<file path="src/design/lsre_pkg.sv">
`timescale 1ns / 1ps
`default_nettype none
// ----------------------------------------------------------------------------
// lsre_pkg
// Shared types and constants of the link state route engine.
// ----------------------------------------------------------------------------
package lsre_pkg;

  localparam int MAX_NODES_D = 32;
  localparam int MAX_EDGES_D = 256;
  localparam int MAX_PORTS_D = 16;

  localparam logic [15:0] INF_COST = 16'hFFFF;

  localparam logic [1:0] KIND_LOCAL   = 2'd0;
  localparam logic [1:0] KIND_HEADER  = 2'd1;
  localparam logic [1:0] KIND_LINK    = 2'd2;
  localparam logic [1:0] KIND_COMPUTE = 2'd3;

  localparam logic [2:0] ST_OK    = 3'd0;
  localparam logic [2:0] ST_OWN   = 3'd1;
  localparam logic [2:0] ST_HEARD = 3'd2;
  localparam logic [2:0] ST_PORT  = 3'd3;
  localparam logic [2:0] ST_FULL  = 3'd4;

  localparam logic CFG_SELF  = 1'b0;
  localparam logic CFG_PORTS = 1'b1;

  typedef struct packed {
    logic [1:0]  kind;
    logic [3:0]  port;
    logic [15:0] peer_addr;
    logic [15:0] link_cost;
  } in_item_t;

  typedef struct packed {
    logic        result_kind;
    logic [2:0]  status;
    logic [15:0] forward_mask;
    logic [15:0] dest_addr;
    logic [15:0] path_cost;
    logic [5:0]  hop_total;
    logic [15:0] first_hop;
    logic        last;
  } out_item_t;

  typedef enum logic [3:0] {
    BK_IDLE,
    BK_SCAN,
    BK_HDR_DONE,
    BK_CLR,
    BK_ENTER_LOOK,
    BK_ENTER_CMP,
    BK_WALK_RD,
    BK_WALK_CHK,
    BK_STEP_RD,
    BK_STEP_CHK,
    BK_EMIT_RD,
    BK_EMIT
  } bk_state_t;

endpackage
`default_nettype wire

</file>
<file path="src/design/lsre_front.sv">
`timescale 1ns / 1ps
`default_nettype none
// ----------------------------------------------------------------------------
// lsre_front
// Input stage and two-entry queue toward the back end.
// ----------------------------------------------------------------------------
module lsre_front
  import lsre_pkg::*;
(
  input  wire logic     clk,
  input  wire logic     rst_n,
  input  wire logic     in_valid,
  output logic          in_ready,
  input  wire in_item_t in_data,
  output logic          q_valid,
  input  wire logic     q_pop,
  output in_item_t      q_data
);

  in_item_t   buf_r [2];
  logic       wp_r, rp_r;
  logic [1:0] cnt_r;
  logic       push;

  assign in_ready = (cnt_r != 2'd2);
  assign push     = in_valid && in_ready;
  assign q_valid  = (cnt_r != 2'd0);
  assign q_data   = buf_r[rp_r];

  always_ff @(posedge clk) begin
    if (push) begin
      buf_r[wp_r] <= in_data;
    end
  end

  always_ff @(posedge clk) begin
    if (!rst_n) begin
      wp_r  <= 1'b0;
      rp_r  <= 1'b0;
      cnt_r <= 2'd0;
    end else begin
      if (push) wp_r <= ~wp_r;
      if (q_pop) rp_r <= ~rp_r;
      cnt_r <= cnt_r + {1'b0, push} - {1'b0, q_pop};
    end
  end

endmodule
`default_nettype wire

</file>
<file path="config.mk">
export PLATFORM = sky130hd
export DESIGN_NAME = lsre_front
export DESIGN_NICKNAME = d
export VERILOG_FILES = /design/src/design/lsre_pkg.sv /design/src/design/lsre_front.sv
export SDC_FILE = /design/constraint.sdc
export NUM_CORES = 1
export LEC_CHECK = 0
export BUFFER_PORTS_ARGS = -buffer_cell sky130_fd_sc_hd__buf_2
export CAP_MARGIN = 10
export CORE_AREA = 2 2 70 105
export DETAILED_ROUTE_END_ITERATION = 10
export DIE_AREA = 0 0 72 107
export PLACE_DENSITY = 0.75
export SETUP_SLACK_MARGIN = 0.5
export SYNTH_ARGS = -nofsm -noshare
export SYNTH_HDL_FRONTEND = slang
export SYNTH_SLANG_ARGS = --single-unit
</file>
<file path="constraint.sdc">
create_clock -name clk -period 1.75 [get_ports clk]
set_input_delay 0.35 -clock clk [delete_from_list [all_inputs] [get_ports clk]]
set_output_delay 0.35 -clock clk [all_outputs]
set_load 0.03 [all_outputs]
</file>
# After elaboration in Yosys (flattened, before gate mapping)
# Memory sizes are Yosys's and may differ from the RTL's. A register that Yosys moved wholly into a read port is not among the register bits.
# Cells that the tools add are included.
# W data, S select, Z words.
# op_classes
n_eq_ne	1
mux	4
n_addsub	2
n_bitwise	2
n_reduce_logical	2
# op_table
operator	count
$mux W1	4
$add A2 B1 Y2	1
$ne A2 B2 Y1 const B	1
$not A1 Y1	2
$reduce_bool A2 Y1	1
$sub A2 B1 Y2	1
$logic_and A1 B1 Y1	1
# totals
register_bits	4
output_inout_bits	40
mem_count	1
mem_bits_rw	76
# mem_list
name	depth	word_bits	read_ports	rd_clocked_by_memory_dff	write_ports	line_no	text
buf_r	2	38	1	1	1	lsre_front.sv:20	in_item_t buf_r [2];

# Logic depth before layout (Yosys ltp)
# Gate-level depths: netlist of the first run.
# depth
depth_word	4
ltp_mapped	7

# Worst setup path before layout of the first run
# No wires, ideal clock.
# synth_path
kind	reg2reg
from	register cnt_r[0]
to	memory buf_r[1][0] (netlist bit) (enable)
arrival_time_ns	1.764
path_stages_with_launch	3
slack_ns	-0.413
path_buffers	0
synth_period_minus_slack_ns	2.163
required_ns	1.351
cell_sequence	dfxtp_1 > nand2b_1 > and3_1
# synth_via
elab_chain_len	4
# synth_lines
element	line_no	text
start, declared	lsre_front.sv:22	logic [1:0] cnt_r;
start signal, assigned	lsre_front.sv:44	cnt_r <= cnt_r + {1'b0, push} - {1'b0, q_pop};
$ne A2 B2 Y1	lsre_front.sv:25	assign in_ready = (cnt_r != 2'd2);
via in_ready	lsre_front.sv:13	output logic in_ready,
$logic_and A1 B1 Y1	lsre_front.sv:26	assign push = in_valid && in_ready;
$mux W1	lsre_front.sv:31	if (push) begin
$mux W1 (implied by the code)	lsre_front.sv:32	buf_r[wp_r] <= in_data;
end, declared	lsre_front.sv:20	
# The timed path passes the listed nets, and every way through them passes these cells.

==> impl_metrics.ini, run 1 <==
[run_status]
status = finished, violations left
violations = negative setup slack

[floorplanning]
io_pins = 82
initial_core_util = 0.443
fp.dieArea_sq_um = 7700
fp.dieW_um = 72
std_cell_rows = 37
fp.dieH_um = 107
core-area_sq_um = 6810

[clocking]
cts_inserted_buffers = 9
cts.reportedPaths.clkPinSlew_ns = 0.07
cts_num_sinks = 81
insertion_delay_ns = 0.33
cts_tree = yes
h-tree-depth = 3
clockBufferDepth = 2
cts-root-buf = clkbuf_8

[place]
dp_cells = 305
pre_cts_slack_ns = 0.273
portBuffers = 81
gp_congestion = 0.700

[synthesis]
yosys_warnings = 0
synth_cell_types = 24
ys_seq_area_frac = 0.791
syn-num-nets = 189
synth_area_leader_cell = edfxtp_1
syn_area_sq_um = 3010
syn_area_per_cell_sq_um = 20.6
synthCells = 146
ys.flop_type = edfxtp_1
synth_edf_count = 76
netlist.area_leader.share = 0.758
synthTopCellsByCount = edfxtp_1 (76), mux2_2 (38), dfxtp_1 (5)
synth.area.top_cells = edfxtp_1 (76%), mux2_2 (14%), dfxtp_1 (3.3%)
async_flop_share = 0
synth.most_common_cell = edfxtp_1
synth-seq-cells = 81

[setup_path]
rrSetupSlack_ns = 0.29
rr_worst_depth = 4
end_kind = output port
crit_arrival_ns = 1.42
critPathKind = reg2out
worstReg2RegEnd = buf_r[1][1]$_DFFE_PP_
regToRegStartpoint = cnt_r[0]$_SDFF_PN0_
cp-start-kind = flip-flop
required_ns = 1.40
crit_fanout = 12

[drt]
drt-initial-drc-count = 84
drc_errors = 0
via_per_inst = 5.06
drtAntennaViolNets = 0
dr_total_vias = 1729
drt_pass1_iterations = 4
wl_per_cell_um = 17.6
finalWirelength_mm = 6.02

[finish]
utilization = 0.663
area_growth_pct = 49.8
seq_area_sq_um = 2390
multi_input_area_sq_um = 734
antenna_cells = 0
fillerInstances = 469
nets = 302
drive_gt1_frac = 0.633
instances_no_fill = 342

[timing]
drv_slew = 0
min_period_ns = 1.77
skew_ns = 0.00355
final.setup.worst_slack_ns = -0.0192
fin_crit_sh = 1.01
rsz0062_at_grt = yes
max_clock_freq_mhz = 565
whs_ns = 0.203
finalSetupViolCount = 8
relSlewSlack = 0.823
hold_violations = 0
tightest_slew_ns = 0.261

[min_path]
hold_start = in_data[22]
holdPathEnd = buf_r[1][22]$_DFFE_PP_
hold_path.class = in2reg
hold_depth = 1

[grt]
grt_overflow_total = 0
antenna_found_initial = 0
grt_pass1_wl_mm = 8.49
grt_max_degree = 20
grt_pass1_vias = 1779
grtUsageTotal = 0.153

[power_and_ir_drop]
ir_drop_uv = 544
leakage_uw = 0.00180
pwr_density_cell_nw_per_um2 = 1070
power.total_uw = 4810

[flow_run]
cap_viol_max_count = 0
-- where the power goes --
part	total (uW)	switching, uW	internal, uW
clock	1080	593	491
sequential	2370	56.4	2320
combinational	1350	630	724
-- worst max-delay path, stage by stage (launching register included) --
cell	delay, ns
dfxtp_4	0.41
buf_12	0.17
mux2_2	0.36
buf_6	0.14
-- worst max-delay path by stage --
stage	from	endpoint	slack [ns]	depth (start not counted)
floorplan	cnt_r[0]$_SDFF_PN0_	buf_r[0][0]$_DFFE_PP_	0.14	3
global placement	flip-flop	q_data[37]	0.32	3
detailed placement	in_valid	cnt_r[1]$_SDFF_PN0_	0.27	7
CTS	flip-flop	q_data[6]	-0.04	3
global route	flip-flop	q_data[1]	-0.07	3
finish	flip-flop	q_data[1]	-0.02	3
-- area by class of cell --
class / instances / area share
repair buffers: 106 / 0.249
well taps: 78 / 0.0216
flip-flops and latches: 81 / 0.531
clock buffers: 10 / 0.0283
multi-input cells: 59 / 0.163
inverters: 2 / 0.00250
clock inverters: 6 / 0.00555
-- sequential cells by signal (all words and copies together), names as in the netlist, named ones only --
name	count
buf_r	76
wp_r	1
cnt_r	2
rp_r	1
-- routing by layer --
metal  GRT usage  vias up  share of wire
li1            -      799              -
met1       0.168      865           0.39
met2       0.269       52           0.54
met3      0.0273       13          0.043
met4      0.0970        0          0.027
met5           0        -              0
-- stage by stage --
stage,area (sq um),setup TNS [ns]
after detailed placement,3690,0
final,4510,-0.0606
after global placement,3690,0
after floorplan,3150,0
after global routing,4510,-1.39
after CTS,4260,-0.506
-- cells in the final DEF (no fill, tap or decap), types with 2 or more instances in the layout --
| master | count |
|---|---|
| dfxtp_4 | 3 |
| edfxtp_1 | 76 |
| nand3b_1 | 2 |
| clkinv_2 | 2 |
| buf_2 | 41 |
| clkinv_1 | 4 |
| clkbuf_8 | 9 |
| and2_1 | 3 |
| clkbuf_16 | 7 |
| buf_12 | 4 |
| buf_6 | 47 |
| mux2_2 | 6 |
| buf_16 | 4 |
| dfxtp_1 | 2 |
| buf_4 | 3 |
| mux2_4 | 32 |
-- kinds of logic after synthesis --
group | synth area share
buffers and inverters | 0.0141
multiplexers | 0.145
adder cells (fa/ha/maj) | 0.00415
AO/OA/AOI/OAI | 0.0150
flip-flops | 0.791
XOR/XNOR | 0.00582
AND/OR/NAND/NOR | 0.0245
-- timing repair --
| action | in CTS | in global routing |
|---|---|---|
| pin swaps | 1 | 2 |
| setup buffers | 4 | 3 |
| endpoints found under the setup margin | 117 | 118 |
| gates resized for setup | 94 | 4 |
| cloned | 4 | 10 |
| hold buffers | 0 | 0 |
(Power assumes the default switching activity.)
==> run 2, diff against run 1 <==
--- a/config.mk
+++ b/config.mk
@@ -5,12 +5,13 @@
 export SDC_FILE = /design/constraint.sdc
 export NUM_CORES = 1
 export LEC_CHECK = 0
+export ABC_AREA = 1
 export BUFFER_PORTS_ARGS = -buffer_cell sky130_fd_sc_hd__buf_2
 export CAP_MARGIN = 10
-export CORE_AREA = 2 2 70 105
+export CORE_AREA = 2 2 69 104
 export DETAILED_ROUTE_END_ITERATION = 10
-export DIE_AREA = 0 0 72 107
-export PLACE_DENSITY = 0.75
+export DIE_AREA = 0 0 71 106
+export PLACE_DENSITY = 0.77
 export SETUP_SLACK_MARGIN = 0.5
 export SYNTH_ARGS = -nofsm -noshare
 export SYNTH_HDL_FRONTEND = slang
==> impl_metrics.ini, run 2 <==
[run_status]
status = finished, violations left
violations = negative setup slack

[timing]
max_clock_freq_mhz = 557
fin_crit_sh = 1.03
drv_slew = 0
min_period_ns = 1.80
hold_violations = 0
fin_tns_setup_ns = -0.996
rsz0062_at_grt = yes
relSlewSlack = 0.862
finalSetupViolCount = 38
tightest_slew_ns = 0.206
skew_ns = 0.00915
final.setup.worst_slack_ns = -0.0464

[min_path]
hold_path.class = in2reg
hold_start = in_data[28]

[synthesis]
ys.flop_type = edfxtp_1
synthCells = 150
syn-num-nets = 193
synth_edf_count = 76
synth.area.top_cells = edfxtp_1 (75%), mux2_4 (9.8%), mux2_2 (6.6%)
synth.most_common_cell = edfxtp_1
synth_area_leader_cell = edfxtp_1
syn_area_per_cell_sq_um = 20.3
yosys_warnings = 0
ys_seq_area_frac = 0.781
syn_area_sq_um = 3050
synth_cell_types = 14
netlist.area_leader.share = 0.748
synthTopCellsByCount = edfxtp_1 (76), mux2_4 (20), mux2_2 (18)
async_flop_share = 0
synth-seq-cells = 81

[place]
pre_cts_slack_ns = 0.252
gp_congestion = 0.716
portBuffers = 81
place_hpwl_mm = 3.47
place_area_sq_um = 3640

[floorplanning]
std_cell_rows = 37
fp.dieW_um = 71
fp.dieArea_sq_um = 7530
io_pins = 82
core-area_sq_um = 6710
initial_core_util = 0.454
fp.dieH_um = 106

[grt]
grt_max_degree = 25
grt_pass1_vias = 1720
grt_pass1_wl_mm = 8.20
grt_overflow_total = 0
grtUsageTotal = 0.150
antenna_found_initial = 0

[drt]
drtAntennaViolNets = 0
finalWirelength_mm = 5.70
drc_errors = 0
wl_per_cell_um = 16.9
drt-initial-drc-count = 116
dr_total_vias = 1656
via_per_inst = 4.90
drt_pass1_iterations = 4

[clocking]
cts_inserted_buffers = 9
h-tree-depth = 3
cts.reportedPaths.clkPinSlew_ns = 0.08
cts_tree = yes
cts_num_sinks = 81
insertion_delay_ns = 0.34
cts_hold_buf = 0
cts-root-buf = clkbuf_8
clockBufferDepth = 2

[power_and_ir_drop]
power.total_uw = 4970
ir_drop_uv = 623
leakage_uw = 0.00179
pwr_density_cell_nw_per_um2 = 1120

[setup_path]
cp-start-kind = flip-flop
required_ns = 1.40
crit_fanout = 12
crit_arrival_ns = 1.45
regToRegStartpoint = cnt_r[0]$_SDFF_PN0_
critPathKind = reg2out
end_kind = output port

[finish]
final_common_cell = edfxtp_1
utilization = 0.660
final_cell_mix = edfxtp_1 (76), buf_6 (42), buf_2 (41)
top_register = buf_r
seq_area_sq_um = 2390
fin_area_sq_um = 4430
drive_gt1_frac = 0.635
multi_input_area_sq_um = 734
largest_reg_flops = 76
antenna_cells = 0
fillerInstances = 457
top_regs = buf_r (76), cnt_r (2)
nets = 298
area_growth_pct = 45.3

[flow_run]
cap_viol_max_count = 0
run 2: cell count changes after synthesis, moves of 2 or more:
cell,before,now
a21oi_1,0,2
inv_1,2,7
nor2_1,0,4
mux2_4,0,20
and2_1,3,0
nand3b_1,2,0
nand2_1,2,9
mux2_2,38,18
run 2: critical path: stages, from the launching register on:
cell	delay, ns
dfxtp_4	0.46
buf_16	0.18
mux2_4	0.31
buf_6	0.14
run 2: cell type report:
class,count,area share
inverters,7,0.00593
repair buffers,98,0.220
flip-flops and latches,81,0.540
well taps,78,0.0220
clock inverters,1,0.00113
multi-input cells,58,0.166
clock buffers,15,0.0449
run 2: worst paths after layout:
kind	slack, ns	cells past startpoint	end
setup reg to reg	0.28	7	buf_r[0][8]$_DFFE_PP_
hold / removal	0.19	1	buf_r[1][28]$_DFFE_PP_
setup / recovery	-0.05	3	q_data[12]
hold reg to reg	0.53	2	rp_r$_SDFFE_PN0P_
run 2: power by group:
part           switching (uW)  leakage [uW]  internal (uW)
sequential               60.2      0.000752           2310
combinational             620      0.000929            651
clock                     601      0.000104            727
total                    1280       0.00179           3690
run 2: layer usage:
layer / vias to the layer above / GRT usage / part of all wire / wire length (um)
met5: - / 0 / 0 / 0
met4: 0 / 0.0728 / 0.020 / 113
met3: 11 / 0.0531 / 0.045 / 254
met2: 45 / 0.272 / 0.58 / 3280
met1: 820 / 0.148 / 0.36 / 2050
li1: 780 / - / - / -
run 2: cells by family after synthesis:
| kind of cell | count (synthesis) | synth area share |
|---|---|---|
| buffers and inverters | 11 | 0.0213 |
| AND/OR/NAND/NOR | 15 | 0.0193 |
| AO/OA/AOI/OAI | 2 | 0.00328 |
| multiplexers | 38 | 0.165 |
| XOR/XNOR | 2 | 0.00575 |
| adder cells (fa/ha/maj) | 1 | 0.00410 |
| flip-flops | 81 | 0.781 |
run 2: what timing repair did:
| item | in CTS | in global routing |
|---|---|---|
| gates cloned | 1 | 5 |
| pin swaps | 4 | 10 |
| resized for setup | 98 | 22 |
| setup buffers | 1 | 4 |
| endpoints found under the hold margin | 0 | 0 |
| endpoints found under the setup margin | 88 | 114 |
run 2: metrics by stage:
stage,hold WS [ns],cells
finish,0.194,338
global placement,0.505,311
detailed placement,0.509,311
CTS,0.177,329
floorplan,0.443,150
global route,0.168,338
==> run 3, diff against run 2 <==
==> constraint.sdc (replaced) <==
create_clock -name clk -period 1.6 [get_ports clk]
set_input_delay 0.32 -clock clk [delete_from_list [all_inputs] [get_ports clk]]
set_output_delay 0.32 -clock clk [all_outputs]
set_load 0.03 [all_outputs]
==> impl_metrics.ini, run 3 (synthesis results as in run 2) <==
[timing]
tightest_slew_ns = 0.188
drv_slew = 0
rsz0062_at_grt = yes
hold_violations = 0
min_period_ns = 1.75
skew_ns = 0.00425
max_clock_freq_mhz = 570
final.setup.worst_slack_ns = -0.155
fin_crit_sh = 1.10
finalSetupViolCount = 38
relSlewSlack = 0.874

[clocking]
cts_hold_buf = 0
cts-root-buf = clkbuf_8
h-tree-depth = 3
cts_num_sinks = 81
cts_tree = yes
clockBufferDepth = 2
cts_inserted_buffers = 9
cts.reportedPaths.clkPinSlew_ns = 0.07
insertion_delay_ns = 0.35

[setup_path]
cp_slowest_cell = dfxtp_4
required_ns = 1.28
crit_fanout = 14
crit_chain = buf_12 > mux2_4 > buf_6
end_kind = output port
critPathKind = reg2out
cp-start-kind = flip-flop
max_stage_delay_ns = 0.42
crit_arrival_ns = 1.43

[finish]
drive_gt1_frac = 0.655
utilization = 0.685
area_growth_pct = 50.7
largest_reg_flops = 76
fin_area_sq_um = 4600
top_regs = buf_r (76), cnt_r (2)
fillerInstances = 468
final_cell_mix = edfxtp_1 (76), buf_6 (50), buf_2 (42)
antenna_cells = 0
instances_no_fill = 353
nets = 313
final_common_cell = edfxtp_1
top_register = buf_r

[place]
dp_cells = 311
portBuffers = 81
place_hpwl_mm = 3.43
gp_congestion = 0.671
place_area_sq_um = 3700
pre_cts_slack_ns = 0.167

[grt]
grt_overflow_total = 0
grt_max_degree = 16
grt_pass1_vias = 1816
grt_pass1_wl_mm = 9.26
grtUsageTotal = 0.173
antenna_found_initial = 0

[floorplanning]
initial_core_util = 0.454
io_pins = 82
core-area_sq_um = 6710
fp.dieH_um = 106
std_cell_rows = 37
fp.dieArea_sq_um = 7530
fp.dieW_um = 71

[power_and_ir_drop]
power.share.switching = 0.271
switching_power_uw = 1440
power.total_uw = 5310
p_int_uw = 3870
combPwrFrac = 0.287
p_seq_frac = 0.487
pwr_density_cell_nw_per_um2 = 1160
leakage_uw = 0.00186
clkPwrFrac = 0.226
ir_drop_uv = 764

[drt]
via_per_inst = 4.85
wl_per_cell_um = 17.0
drc_errors = 0
finalWirelength_mm = 6.01
drtAntennaViolNets = 0
dr_total_vias = 1711
drt_pass1_iterations = 4
drt-initial-drc-count = 128

[flow_run]
cap_viol_max_count = 0

[run_status]
status = finished, violations left
violations = negative setup slack

[min_path]
hold_path.class = in2reg
run 3: cell count changes in the layout (fill, tap and decap cells not counted), sizes merged:
cell | previous run | this run
buf | 94 | 112
clkbuf | 19 | 11
clkinv | 1 | 6
run 3: power by group through the flow:
stage / Combinational, uW / Clock, uW / Sequential, uW
finish: 1530 / 1200 / 2590
global route: 1600 / 1320 / 2600
CTS: 1470 / 1260 / 2590
detailed placement: 996 / 0 / 2630
global placement: 978 / 0 / 2620
floorplan: 733 / 0 / 2620
run 3: critical path, delay by kind of cell (launching register included):
kind / cells / cell delay (ns)
buffers and inverters: 2 / 0.33
multiplexers: 1 / 0.32
flip-flops: 1 / 0.42
run 3: timing repair:
item	4_1_cts	5_1_grt
pin swaps	5	2
cloned	7	1
endpoints found under the hold margin	0	0
buffers inserted	16	2
setup endpoints to repair	118	119
resized for setup	113	6
run 3: worst paths after layout:
check                            from                endpoint  slack (ns)  cells after the start
setup / recovery            flip-flop              q_data[32]       -0.15                      3
hold reg to reg     rp_r$_SDFFE_PN0P_               flip-flop        0.54                      2
hold / removal             in_data[7]   buf_r[1][7]$_DFFE_PP_        0.15                      1
setup reg to reg  cnt_r[0]$_SDFF_PN0_  buf_r[0][14]$_DFFE_PP_        0.19                      7
run 3: metrics by stage:
stage,setup TNS [ns],hold WS (ns)
floorplan,0,0.413
global placement,0,0.498
detailed placement,0,0.509
CTS,-5.97,0.129
global route,-6.98,0.131
finish,-4.76,0.154
run 3: cell type report:
type	count	area, sq um	share of cell area
multi-input cells	58	762	0.166
clock buffers	10	128	0.0278
clock inverters	6	25.0	0.00545
flip-flops and latches	81	2390	0.520
inverters	7	26.3	0.00572
well taps	78	97.6	0.0212
repair buffers	113	1170	0.254
run 3: layer usage:
layer	GRT usage	share of wire	up-vias
li1	-	-	813
met1	0.184	0.36	828
met2	0.291	0.55	59
met3	0.0626	0.061	11
met4	0.0984	0.028	0
met5	0	0	-
